$ cat src/hw/rtl/fsde_pkg.sv
// Shared types and constants for the frame store draw engine.
// Used by fsde_store, fsde_ctrl and frame_store_draw_engine_unit; depends on nothing.
package fsde_pkg;

    localparam int COORD_W = 12;
    localparam int COLOR_W = 32;
    localparam int COUNT_W = 13;
    localparam logic [COUNT_W-1:0] COUNT_MAX = 13'd8191;

    // configuration register indexes
    localparam logic CFG_WIDE_PIXELS = 1'b0;
    localparam logic CFG_OPAQUE_MODE = 1'b1;

    typedef enum logic [2:0]
    {
        REQ_PLOT  = 3'd0,
        REQ_HLINE = 3'd1,
        REQ_VLINE = 3'd2,
        REQ_RECT  = 3'd3,
        REQ_CLEAR = 3'd4,
        REQ_READ  = 3'd5
    } req_t;

    typedef struct packed
    {
        req_t                      req;
        logic signed [COORD_W-1:0] x1;
        logic signed [COORD_W-1:0] y1;
        logic signed [COORD_W-1:0] x2;
        logic signed [COORD_W-1:0] y2;
        logic [COLOR_W-1:0]        color;
    } cmd_t;

    typedef struct packed
    {
        logic wide;
        logic opaque;
    } mode_t;

    typedef struct packed
    {
        logic [COLOR_W-1:0] read_data;
        logic [COUNT_W-1:0] pixels_written;
    } res_t;

endpackage

$ cat src/hw/rtl/fsde_ctrl.sv
// Command sequencer: clips each command, walks its pixels one read-modify-write at a time
// through the frame store, sweeps the store on clear and after reset. Depends on fsde_pkg.
module fsde_ctrl
#(
    parameter int FRAME_WIDTH  = 64,
    parameter int FRAME_HEIGHT = 64,
    parameter int AW           = 12
)
(
    input  logic                         clk,
    input  logic                         rst_n,
    input  logic                         start,
    input  fsde_pkg::cmd_t               cmd,
    input  fsde_pkg::mode_t              mode,
    input  logic                         res_ready,
    output logic                         ready,
    output logic                         done,
    output fsde_pkg::res_t               res,
    output logic                         mem_we,
    output logic                         mem_re,
    output logic [AW-1:0]                mem_addr,
    output logic [fsde_pkg::COLOR_W-1:0] mem_wdata,
    input  logic [fsde_pkg::COLOR_W-1:0] mem_rdata
);
    import fsde_pkg::*;

    localparam int XW    = $clog2(FRAME_WIDTH);
    localparam int YW    = $clog2(FRAME_HEIGHT);
    localparam int DEPTH = FRAME_WIDTH * FRAME_HEIGHT;
    localparam logic signed [COORD_W:0] XMAX = (COORD_W+1)'(FRAME_WIDTH - 1);
    localparam logic signed [COORD_W:0] YMAX = (COORD_W+1)'(FRAME_HEIGHT - 1);

    typedef enum logic [3:0]
    {
        ST_INIT,
        ST_IDLE,
        ST_BASE,
        ST_RD,
        ST_WR,
        ST_PIXRD,
        ST_PIXWAIT,
        ST_CLEAR,
        ST_DONE
    } state_t;

    state_t             state_reg, state_next;
    req_t               req_reg, req_next;
    logic [XW-1:0]      xa_reg, xa_next, xb_reg, xb_next, x_reg, x_next;
    logic [YW-1:0]      ya_reg, ya_next, yb_reg, yb_next, y_reg, y_next;
    logic [AW-1:0]      row_reg, row_next, addr_reg, addr_next;
    logic [COLOR_W-1:0] color_reg, color_next, data_reg, data_next;
    logic [COUNT_W-1:0] count_reg, count_next;

    logic signed [COORD_W:0] x1e, y1e, x2e, y2e;
    logic signed [COORD_W:0] x_lo, x_hi, y_lo, y_hi;
    logic signed [COORD_W:0] xa_c, xb_c, ya_c, yb_c;
    logic                    empty;
    logic [AW-1:0]           base_addr;
    logic [COLOR_W-1:0]      merged;
    logic [COUNT_W-1:0]      count_inc;

    assign x1e = {cmd.x1[COORD_W-1], cmd.x1};
    assign y1e = {cmd.y1[COORD_W-1], cmd.y1};
    assign x2e = {cmd.x2[COORD_W-1], cmd.x2};
    assign y2e = {cmd.y2[COORD_W-1], cmd.y2};

    // span bounds before clipping; lines order their endpoints
    always_comb
    begin
        x_lo = x1e;
        x_hi = x1e;
        y_lo = y1e;
        y_hi = y1e;
        case (cmd.req)
            REQ_HLINE:
            begin
                x_lo = (x1e <= x2e) ? x1e : x2e;
                x_hi = (x1e <= x2e) ? x2e : x1e;
            end
            REQ_VLINE:
            begin
                y_lo = (y1e <= y2e) ? y1e : y2e;
                y_hi = (y1e <= y2e) ? y2e : y1e;
            end
            REQ_RECT:
            begin
                x_hi = x2e;
                y_hi = y2e;
            end
            default:
            begin
            end
        endcase
    end

    // a reversed rectangle also comes out empty here
    assign xa_c  = (x_lo < 0) ? '0 : x_lo;
    assign ya_c  = (y_lo < 0) ? '0 : y_lo;
    assign xb_c  = (x_hi > XMAX) ? XMAX : x_hi;
    assign yb_c  = (y_hi > YMAX) ? YMAX : y_hi;
    assign empty = (xa_c > xb_c) || (ya_c > yb_c);

    assign base_addr = AW'(ya_reg) * AW'(FRAME_WIDTH) + AW'(xa_reg);
    assign count_inc = (count_reg == COUNT_MAX) ? count_reg : count_reg + 1'b1;

    always_comb
    begin
        if (mode.wide)
        begin
            merged = mode.opaque ? color_reg : (mem_rdata | color_reg);
        end
        else
        begin
            merged = {mem_rdata[31:16],
                      mode.opaque ? color_reg[15:0] : (mem_rdata[15:0] | color_reg[15:0])};
        end
    end

    always_comb
    begin
        state_next = state_reg;
        req_next   = req_reg;
        xa_next    = xa_reg;
        xb_next    = xb_reg;
        ya_next    = ya_reg;
        yb_next    = yb_reg;
        x_next     = x_reg;
        y_next     = y_reg;
        row_next   = row_reg;
        addr_next  = addr_reg;
        color_next = color_reg;
        data_next  = data_reg;
        count_next = count_reg;
        mem_we     = 1'b0;
        mem_re     = 1'b0;
        mem_wdata  = merged;
        done       = 1'b0;

        case (state_reg)
            ST_INIT:
            begin
                mem_we    = 1'b1;
                mem_wdata = '0;
                addr_next = addr_reg + 1'b1;
                if (addr_reg == AW'(DEPTH - 1))
                begin
                    state_next = ST_IDLE;
                end
            end
            ST_IDLE:
            begin
                if (start)
                begin
                    req_next   = cmd.req;
                    color_next = cmd.color;
                    count_next = '0;
                    data_next  = '0;
                    addr_next  = '0;
                    xa_next    = xa_c[XW-1:0];
                    xb_next    = xb_c[XW-1:0];
                    ya_next    = ya_c[YW-1:0];
                    yb_next    = yb_c[YW-1:0];
                    case (cmd.req)
                        REQ_PLOT, REQ_HLINE, REQ_VLINE, REQ_RECT, REQ_READ:
                        begin
                            state_next = empty ? ST_DONE : ST_BASE;
                        end
                        REQ_CLEAR:
                        begin
                            state_next = ST_CLEAR;
                        end
                        default:
                        begin
                            state_next = ST_DONE;
                        end
                    endcase
                end
            end
            ST_BASE:
            begin
                row_next   = base_addr;
                addr_next  = base_addr;
                x_next     = xa_reg;
                y_next     = ya_reg;
                state_next = (req_reg == REQ_READ) ? ST_PIXRD : ST_RD;
            end
            ST_RD:
            begin
                mem_re     = 1'b1;
                state_next = ST_WR;
            end
            ST_WR:
            begin
                mem_we     = 1'b1;
                count_next = count_inc;
                state_next = ST_RD;
                if (x_reg == xb_reg)
                begin
                    if (y_reg == yb_reg)
                    begin
                        state_next = ST_DONE;
                    end
                    else
                    begin
                        y_next    = y_reg + 1'b1;
                        x_next    = xa_reg;
                        row_next  = row_reg + AW'(FRAME_WIDTH);
                        addr_next = row_reg + AW'(FRAME_WIDTH);
                    end
                end
                else
                begin
                    x_next    = x_reg + 1'b1;
                    addr_next = addr_reg + 1'b1;
                end
            end
            ST_PIXRD:
            begin
                mem_re     = 1'b1;
                state_next = ST_PIXWAIT;
            end
            ST_PIXWAIT:
            begin
                data_next  = mode.wide ? mem_rdata : {16'h0000, mem_rdata[15:0]};
                state_next = ST_DONE;
            end
            ST_CLEAR:
            begin
                mem_we     = 1'b1;
                mem_wdata  = '0;
                count_next = count_inc;
                addr_next  = addr_reg + 1'b1;
                if (addr_reg == AW'(DEPTH - 1))
                begin
                    state_next = ST_DONE;
                end
            end
            ST_DONE:
            begin
                if (res_ready)
                begin
                    done       = 1'b1;
                    state_next = ST_IDLE;
                end
            end
            default:
            begin
                state_next = ST_IDLE;
            end
        endcase
    end

    always_ff @(posedge clk or negedge rst_n)
    begin
        if (!rst_n)
        begin
            state_reg <= ST_INIT;
            addr_reg  <= '0;
        end
        else
        begin
            state_reg <= state_next;
            addr_reg  <= addr_next;
        end
    end

    always_ff @(posedge clk)
    begin
        req_reg   <= req_next;
        xa_reg    <= xa_next;
        xb_reg    <= xb_next;
        ya_reg    <= ya_next;
        yb_reg    <= yb_next;
        x_reg     <= x_next;
        y_reg     <= y_next;
        row_reg   <= row_next;
        color_reg <= color_next;
        data_reg  <= data_next;
        count_reg <= count_next;
    end

    assign ready              = (state_reg == ST_IDLE);
    assign mem_addr           = addr_reg;
    assign res.read_data      = data_reg;
    assign res.pixels_written = count_reg;

endmodule
$ cat config.mk
export PLATFORM = sky130hd
export DESIGN_NAME = fsde_ctrl
export DESIGN_NICKNAME = d
export VERILOG_FILES = /design/src/hw/rtl/fsde_pkg.sv /design/src/hw/rtl/fsde_ctrl.sv
export SDC_FILE = /design/constraint.sdc
export NUM_CORES = 1
export LEC_CHECK = 0
export ABC_AREA = 1
export BUFFER_PORTS_ARGS = -buffer_cell sky130_fd_sc_hd__buf_2
export CORE_MARGIN = 2
export CORE_UTILIZATION = 55
export CTS_CLUSTER_SIZE = 25
export DETAILED_ROUTE_END_ITERATION = 8
export GPL_TIMING_DRIVEN = 0
export MAX_ROUTING_LAYER = met4
export PLACE_DENSITY = 0.81
export SYNTH_ARGS = -nofsm -noshare
export SYNTH_HDL_FRONTEND = slang
export SYNTH_SLANG_ARGS = --single-unit
$ cat constraint.sdc
create_clock -name clk -period 5.18 [get_ports clk]
set_input_delay 0 -clock clk [delete_from_list [all_inputs] [get_ports clk]]
set_output_delay 0 -clock clk [all_outputs]
set_load 0.02 [all_outputs]
### After elaboration in Yosys (flattened, before gate mapping)

Cells that the tools add are included.

| word-level totals | value |
|---|---|
| register bits after elaboration | 144 |
| latch bits | 0 |
| RAM bits | 0 |
| bits in read-only memories | 0 |
| input bits | 121 |
| word-level logic and storage cells | 122 |
| memories | 0 |

| operators by class | value |
|---|---|
| add/subtract/negate cells | 6 |
| multiply operators | 0 |
| div/mod/pow operators | 0 |
| $lt $le $gt $ge | 8 |
| equal/unequal tests | 26 |
| shift operators | 0 |
| multiplexer cells | 48 |
| bitwise gates (word level) | 2 |
| reduce and logical (&&, ||, !) cells | 19 |

Operators with widths:

| operator | number |
|---|---|
| $mux W32 | 5 |
| $mux W13 | 12 |
| $pmux W13 S2 | 3 |
| $pmux W32 S2 | 1 |
| $mux W12 | 4 |
| $pmux W12 S4 | 1 |
| $pmux W4 S9 | 1 |
| $or A32 B32 Y32 | 1 |
| $mux W4 | 7 |
| $gt A13 B13 Y1 | 2 |
| $gt A13 B7 Y1 const B | 2 |
| $lt A13 B1 Y1 const B | 2 |
| $le A12 B12 Y1 | 2 |
| $mux W6 | 4 |
| $pmux W12 S2 | 1 |
| $pmux W6 S2 | 2 |
| $eq A4 B3 Y1 const B | 4 |
| $mux W16 | 1 |
| $or A16 B16 Y16 | 1 |
| $ne A2 B2 Y1 const B | 7 |
| $add A13 B1 Y13 const B | 1 |
| $eq A13 B13 Y1 const B | 1 |
| $add A12 B1 Y12 const B | 1 |
| $add A12 B6 Y12 | 1 |
| 25 further kinds | 42 |

### Logic depth before layout (Yosys ltp)

Gate-level depths: netlist of the first run.

| logic depth | value |
|---|---|
| depth after elaboration | 11 |
| gate-level depth with buffers | 35 |
| mapped depth without buffers | 34 |

### Worst setup path before layout of the first run

OpenSTA, ideal clock, no wires.

| path | value |
|---|---|
| path kind | reg-to-reg |
| start | register state_reg[3] |
| end | register color_reg[0], enable pin |
| arrival | 3835 ps |
| data required time | 4704 ps |
| setup slack | 869 ps |
| stages on the path, launching flop included | 6 |
| path buffers | 0 |
| path through | dfrtp_1 > nor2_1 > inv_1 > nor3_2 > inv_1 > nor2_1 |

| on the way | value |
|---|---|
| word-level cells in the longest chain between the ends | 2 |

RTL lines:

| item | RTL line | source |
|---|---|---|
| start, declared | fsde_ctrl.sv:46 | `state_t state_reg, state_next;` |
| start signal, assigned | fsde_ctrl.sv:262 | `state_reg <= state_next;` |
| $eq A4 B1 Y1 | n/a |  |
| named net ready | fsde_ctrl.sv:16 | `output logic ready,` |
| $reduce_and A2 Y1 (no source line) | n/a |  |
| end signal, assigned | fsde_ctrl.sv:277 | `color_reg <= color_next;` |
| end, declared | fsde_ctrl.sv:51 | `logic [COLOR_W-1:0] color_reg, color_next, data_reg, data_next;` |

The timed path passes the listed nets, and every way through them passes these cells.
A chain may end at the register's enable or synchronous reset.

### Worst setup path in the final report of the first run

| path | value |
|---|---|
| start | input port cmd[81] (netlist bit) |
| end | register state_reg[3] |

| on the way | value |
|---|---|
| word-level cells in the longest chain between the ends | 10 |
| elaborated cells on any way between the ends | 26 |
| classes of those cells | order compare: 6; eq/ne: 5; mux: 12; reduce/logical: 3 |

RTL lines:

| item | RTL line | source |
|---|---|---|
| start, declared | fsde_ctrl.sv:13 | `input fsde_pkg::cmd_t cmd,` |
| $eq A3 B2 Y1 (*) | fsde_ctrl.sv:74 | `case (cmd.req)` |
| $mux W13 (*) | fsde_ctrl.sv:74 |  |
| $lt A13 B1 Y1 | fsde_ctrl.sv:98 | `assign ya_c = (y_lo < 0) ? '0 : y_lo;` |
| $mux W13 (*) | fsde_ctrl.sv:98 |  |
| named net ya_c[2] | fsde_ctrl.sv:56 | `logic signed [COORD_W:0] xa_c, xb_c, ya_c, yb_c;` |
| $gt A13 B13 Y1 (*) | fsde_ctrl.sv:101 | `assign empty = (xa_c > xb_c) \|\| (ya_c > yb_c);` |
| $logic_or A1 B1 Y1 (*) | fsde_ctrl.sv:101 |  |
| $mux W4 (*) | fsde_ctrl.sv:166 | `state_next = empty ? ST_DONE : ST_BASE;` |
| $pmux W4 S2 (*) | fsde_ctrl.sv:163 | `case (cmd.req)` |
| $mux W4 (*) | fsde_ctrl.sv:152 | `if (start)` |
| $pmux W4 S9 (*) | fsde_ctrl.sv:139 | `case (state_reg)` |

Mark *: on every way through the listed nets, which the timed path passes. The rest lies on a longest branch. The select of a mux whose other input is x is not followed.

==> results of run 1 <==
==> what timing repair did <==
action	CTS	global route
endpoints found under the hold margin	86	0
endpoints found under the setup margin	0	0
hold buffers	71	0
==> how the worst max path moves through the flow <==
stage / from / endpoint / slack, ps / depth (start not counted)
after floorplan: state_reg[3] / color_reg[0] / 870 / 5
after global placement: state_reg[3] / xb_reg[2] / 30 / 5
after detailed placement: cmd[43] / state_reg[3] / 1340 / 30
after CTS: cmd[81] / state_reg[3] / 1450 / 28
after global routing: cmd[56] / state_reg[1] / 970 / 35
final: cmd[81] / state_reg[3] / 1410 / 28
==> Yosys cell counts (4+ instances only) <==
library cell	count	area (sq um)
o211ai_1	32	240
nand2_4	5	56.3
nor2_1	115	432
o221ai_1	8	70.1
inv_1	179	672
o21ai_0	69	345
nand4_2	4	50.1
a21oi_1	61	305
dfrtp_1	16	400
nor3_1	13	65.1
o211ai_2	4	50.1
edfxtp_1	128	3840
buf_2	8	40.0
ha_1	51	638
nor2_2	5	31.3
xnor2_1	4	35.0
clkbuf_1	19	71.3
o22ai_1	4	25.0
inv_2	13	48.8
nand3_1	32	160
nand4_1	9	56.3
o21a_1	11	82.6
nand2_1	290	1090
xor2_1	16	140
==> per-layer routing <==
| metal | track usage | up-vias | wire length (um) |
|---|---|---|---|
| met5 | - | - | 0 |
| met4 | 0.117 | 0 | 757 |
| met3 | 0.0427 | 49 | 1630 |
| met2 | 0.507 | 381 | 12400 |
| met1 | 0.324 | 3995 | 9900 |
| li1 | - | 4377 | - |
==> power by group through the flow <==
stage	clock network [mW]	logic, mW	registers [mW]
after floorplan	0	0.235	1.28
after global placement	0	0.341	1.28
after detailed placement	0	0.353	1.28
after CTS	1.24	0.397	1.26
after global routing	1.29	0.457	1.26
final	1.23	0.402	1.26
==> per-stage QoR <==
| step | instances | hold WS (ps) | instance area, sq um |
|---|---|---|---|
| 2_1_floorplan | 1135 | -296 | 9270 |
| 3_3_place_gp | 1567 | -57.1 | 10600 |
| 3_5_place_dp | 1571 | -54.4 | 10700 |
| 4_1_cts | 1674 | 34.0 | 12000 |
| 5_1_grt | 1674 | 63.3 | 12000 |
| 6_report | 1674 | 37.3 | 12000 |
==> logic make-up after synthesis <==
group,Yosys count,share of synthesized area
XOR/XNOR,20,0.0189
multiplexers,1,0.00122
AO/OA/AOI/OAI,205,0.134
flip-flops,144,0.458
adder cells (fa/ha/maj),51,0.0689
AND/OR/NAND/NOR,490,0.225
buffers and inverters,224,0.0943
==> cells in the final DEF, fill, tap and decap left out, types with 4 or more instances in the layout <==
master	instances
o221ai_1	8
o21a_1	11
nand3_1	32
o21ai_1	5
nand4_1	9
nand2_1	290
dlygate4sd3_1	71
xnor2_1	4
clkbuf_16	17
nor2_1	114
buf_2	220
o211ai_1	32
ha_1	51
inv_2	13
a21oi_1	61
xor2_1	16
nand4_2	4
clkbuf_1	22
o22ai_1	4
o21ai_0	66
edfxtp_1	128
nor3_1	13
o211ai_2	4
nand2_4	5
inv_1	179
nor2_2	5
dfrtp_1	16
==> cell type report <==
type                       instances  share of cell area
inverter                         194              0.0608
timing repair buffer             287               0.152
sequential                       144               0.354
tap                              220              0.0230
clock buffer                      20              0.0364
clock inverter                    12              0.0132
multi-input combinational        767               0.348
buffer                            30              0.0121
==> worst max-delay path: cells and delay by family <==
kind	cells	cell delay, ps
adder cells (fa/ha/maj)	1	310
AND/OR/NAND/NOR	16	1680
buffers and inverters	7	1550
AO/OA/AOI/OAI	4	530
==> results.yml, run 1 <==
synth:
  ys_types: 48
  synth_ff_type: "edfxtp_1"
  synth-async-reset-ratio: 0.111
  syn-mean-instance-area_sq_um: 8.16
  ys_ff_latch: 144
  yosysWarnings: 0
  syn_inst: 1135
  seq_area_frac_synth: 0.458
  synth_nets: 1307
  synth-edff-count: 128
  syn_area_sq_um: 9270
setup_path:
  r2r_slack_ps: 2260
  cp-start-kind: "primary input"
  rr_worst_depth: 9
  crit_fanout: 10
  cpMaxStageDelayCell: "dlygate4sd3_1"
  crit_type: "in2reg"
  reg2reg_to: "count_reg[3]"
  arrival_ps: 4080
  r2r-start: "state_reg[0]"
  end_kind: "flop"
  crit_top_cell: "nand2_1"
  required_ps: 5490
  slowest_delay_ps: 510
place:
  place.gp.congestion: 0.932
  preCtsSetupSlack_ps: 1340
  place_hpwl_um: 17700
  port_buffers: 212
timing:
  relSlewSlack: 0.521
  worst_slew_pin_slew_ps: 718
  grt_setup_unrepaired: "no"
  finalSetupViolCount: 0
  setup_ws_ps: 1410
  period_share: 0.729
  fin_skew_ps: 10.3
  period_needed_ps: 3770
  fin_setup_tns_ps: 0
  slew_viol_final: 0
  finalHoldViolCount: 0
  max_freq_mhz: 265
clock_tree:
  worstSkewPairLatency_ps: 420
  cts-htree-levels: 4
  cts_resized: 0
  clockBufferDepth: 2
  cts_tree: "built"
  post-cts-setup-buffers: 0
  clk_pin_slew_ps: 60
  numCtsBuffers: 17
  cts_sinks: 144
  root_buffer: "clkbuf_16"
pwr:
  seqPwrFrac: 0.435
  max-vdd-ir-drop_mv: 0.256
  cellLeakagePower_nw: 5.80
  finalPower_mw: 2.89
  p_comb_frac: 0.139
  p_switching_uw: 702
  intPower_mw: 2.19
  p_sw_frac: 0.243
  p_clk_frac: 0.426
  power_density_nw_per_um2: 241
floorplanning:
  die_h_um: 134
  placementRows: 47
  start_util: 0.561
  ios: 214
  design.core.area_sq_um: 16500
  die_w_um: 134
  die_area_sq_um: 17900
detailed_routing:
  vias_per_cell: 5.26
  ant_nets: 0
  drtIter0Drc: 534
  via_count: 8802
  drt_wl_total_um: 24700
  drc_errors: 0
  wl_per_cell_um: 14.8
  drt_pass1_iterations: 5
worst_hold_path:
  hold_class: "in2async"
outcome:
  status: "finished clean"
layout:
  fill_cells: 1209
  nets: 1613
  drive_above_1_share: 0.210
  multi_input_area_sq_um: 4170
  insertedDiodeCount: 0
  regArea_sq_um: 4240
  utilization: 0.725
  syn_to_final_growth_pct: 29.3
global_route:
  grt_pass1_vias: 8583
  grt_overflow: 0
  grt_pass1_wl_um: 39900
  grt_start_max_net_pins: 39
  antenna_found_initial: 0
  grt_use_total: 0.286
flow_run:
  maxCapViolCount: 0
Power figures use the tool's default switching activity.
==> run 2: changes to the inputs <==
--- a/config.mk
+++ b/config.mk
@@ -5,15 +5,15 @@
 export SDC_FILE = /design/constraint.sdc
 export NUM_CORES = 1
 export LEC_CHECK = 0
-export ABC_AREA = 1
+export ABC_AREA = 0
 export BUFFER_PORTS_ARGS = -buffer_cell sky130_fd_sc_hd__buf_2
 export CORE_MARGIN = 2
-export CORE_UTILIZATION = 55
+export CORE_UTILIZATION = 49
 export CTS_CLUSTER_SIZE = 25
 export DETAILED_ROUTE_END_ITERATION = 8
 export GPL_TIMING_DRIVEN = 0
 export MAX_ROUTING_LAYER = met4
-export PLACE_DENSITY = 0.81
+export PLACE_DENSITY = 0.77
 export SYNTH_ARGS = -nofsm -noshare
 export SYNTH_HDL_FRONTEND = slang
 export SYNTH_SLANG_ARGS = --single-unit
==> constraint.sdc (replaced) <==
create_clock -name clk -period 3.2 [get_ports clk]
set_input_delay 0 -clock clk [delete_from_list [all_inputs] [get_ports clk]]
set_output_delay 0 -clock clk [all_outputs]
set_load 0.02 [all_outputs]
==> run 2 against run 1 <==
Effect of this change: the flow now finishes with violations (negative setup slack); clock-buffer cell count decreased by 3; clock skew is 3.4 ps lower; combinational power rose to 6.7 times the previous value; critical path depth shrank 10; setup slack got worse by 1800 ps; die area increased by 3.6%; via count decreased by 8.7%; largest power group unchanged; clock power grew 80%; sequential power increased by 120%; synthesized cell count is 27% lower; cell count is 15% lower.
==> results.yml, run 2 <==
outcome:
  status: "finished, violations left"
  violations: "negative setup slack"
global_route:
  grt_start_max_net_pins: 33
  grt_use_total: 0.292
  grt_pass1_vias: 7792
  grt_overflow: 0
  antenna_found_initial: 0
  grt_pass1_wl_um: 40600
timing:
  slew_viol_final: 0
  period_share: 1.11
  finalHoldViolCount: 0
  setup_ws_ps: -357
  worst_slew_pin_slew_ps: 843
  period_needed_ps: 3560
  finalSetupViolCount: 2
  max_freq_mhz: 281
  relSlewSlack: 0.434
  grt_setup_unrepaired: "yes"
  holdWs_ps: 15.0
  fin_skew_ps: 6.88
floorplanning:
  die_h_um: 136
  start_util: 0.498
  ios: 214
  die_w_um: 136
  die_area_sq_um: 18500
  placementRows: 48
  design.core.area_sq_um: 17200
detailed_routing:
  drt_pass1_iterations: 6
  via_count: 8038
  drtIter0Drc: 472
  wl_per_cell_um: 18.6
  drc_errors: 0
  drt_wl_total_um: 26400
  vias_per_cell: 5.66
  ant_nets: 0
layout:
  fin_area_sq_um: 12100
  nets: 1355
  layout_common_cells: "buf_2 (205), edfxtp_1 (128), dlygate4sd3_1 (95)"
  syn_to_final_growth_pct: 41.3
  insertedDiodeCount: 0
  drive_above_1_share: 0.279
  final_common_cell: "buf_2"
setup_path:
  cpMaxStageDelayCell: "a2111oi_4"
  arrival_ps: 3870
  cp_cell_sequence: "buf_2 > ha_4 > nor2b_1 > o211ai_1 > a21oi_4 > a2111oi_4 > o21ai_4 > mux2_4 > buf_6 > and2_1 > ha_1 > nor2b_4 > o31ai_2 > a21oi_1 > o311ai_2 > o311ai_1 > nand4bb_4 > a21bo_2"
  r2r_slack_ps: 350
  crit_type: "in2reg"
  slowest_delay_ps: 470
  cp-start-kind: "primary input"
  required_ps: 3510
  end_kind: "flop"
  crit_fanout: 7
synth:
  synth_top_area_frac: 0.449
  synthXorXnorAreaFrac: 0.0399
  syn_inst: 832
  ys_ff_latch: 144
  synth_ff_type: "edfxtp_1"
  synth_mux_area_frac: 0.0346
  synthAdderAreaFrac: 0.0746
  synth_nets: 1004
  synth_area_leaders: "edfxtp_1 (45%), ha_1 (7.5%), dfrtp_1 (4.7%), nand2_1 (3.9%), nor2_1 (3.8%)"
  seq_area_frac_synth: 0.496
  syn_area_sq_um: 8560
  synth-async-reset-ratio: 0.111
  yosysWarnings: 0
  synth_top_family_by_area: "simple AND/OR/NAND/NOR gates"
  yosysMostFrequentCell: "edfxtp_1"
  yosys.area.top_type: "edfxtp_1"
  synth_common_cells: "edfxtp_1 (128), nand2_1 (88), nor2_1 (87)"
  synth_compound_area_frac: 0.132
  syn-mean-instance-area_sq_um: 10.3
  synth-simple-area-share: 0.190
  ys_types: 61
  synth-edff-count: 128
clock_tree:
  clockBufferDepth: 2
  cts_tree: "built"
  cts_sinks: 144
  worstSkewPairLatency_ps: 430
  root_buffer: "clkbuf_16"
  numCtsBuffers: 17
  clk_pin_slew_ps: 60
  cts-htree-levels: 4
place:
  place_area_sq_um: 10100
  place.gp.congestion: 0.899
  place_hpwl_um: 17700
  port_buffers: 213
pwr:
  cellLeakagePower_nw: 5.22
  max-vdd-ir-drop_mv: 0.446
  power_density_nw_per_um2: 634
flow_run:
  maxCapViolCount: 0
worst_hold_path:
  hold_class: "in2reg"
run 2: cell count changes in the layout (fill, tap and decap cells not counted), sizes merged, moves of 20 or more:
cell,before,now
nand2,298,88
nor2,120,88
mux2i,0,24
o21ai,72,39
o211ai,36,4
and3,1,22
buf,227,247
dlygate4sd3,71,95
a21oi,62,42
inv,194,41
and2,0,34
run 2: repair_timing:
action	in CTS	in global routing
gates resized for setup	15	49
pin swaps	15	30
hold endpoints to repair	99	0
setup buffers	11	11
hold buffers	95	0
endpoints found under the setup margin	2	2
run 2: cell families (layout without fill, tap and decap cells):
family / count (synthesis) / count (layout)
buffers and inverters: 69 / 432
adder cells (fa/ha/maj): 51 / 51
flip-flops: 144 / 144
multiplexers: 29 / 29
XOR/XNOR: 39 / 39
AO/OA/AOI/OAI: 168 / 168
AND/OR/NAND/NOR: 332 / 332
run 2: final timing paths:
check	from	end	depth (start not counted)
max reg2reg	state_reg[1]	mem_addr[9]	10
min	cmd[44]	xa_reg[0]	3
max	cmd[69]	state_reg[3]	18
min reg2reg	mem_addr[1]	mem_addr[1]	2
min in group asynchronous	rst_n	state_reg[0]	2
max in group asynchronous	rst_n	mem_addr[9]	2
run 2: stage by stage:
step                TNS (ps)  worst slack [ps]  utilization  power (mW)  cells
finish                  -625              -357        0.704        7.66   1420
global placement      -17840             -1470        0.583        5.15   1270
global route            -907              -484        0.704        8.00   1420
floorplan               -947              -533            -        4.32    832
detailed placement     -2820             -1460        0.586        5.23   1273
CTS                     -957              -513        0.689        7.55   1410
run 2: per-layer routing:
metal,up-vias,global-route usage,part of all wire
met4,0,0.133,0.036
met2,375,0.488,0.50
met5,-,-,0
met1,3823,0.340,0.39
li1,3772,-,-
met3,68,0.0574,0.079
run 2: power breakdown:
part	switching (mW)	internal (mW)
Sequential	0.228	2.54
Clock	0.807	1.40
Combinational	1.73	0.951
run 2: layout make-up:
class | count | area [sq um]
multi-input cells | 619 | 4300
clock inverters | 14 | 229
plain buffers | 32 | 168
well taps | 225 | 282
repair buffers | 333 | 2290
fillers | 1232 | 5080
clock buffers | 17 | 425
flip-flops and latches | 144 | 4240
inverters | 36 | 153
run 2: critical path: cells and delay by family:
family | cells | cell delay, ps
AOI/OAI and AO/OA | 9 | 2040
and+or+nand+nor | 4 | 670
adders and majority gates | 2 | 550
muxes | 1 | 330
buffers and inverters | 2 | 260
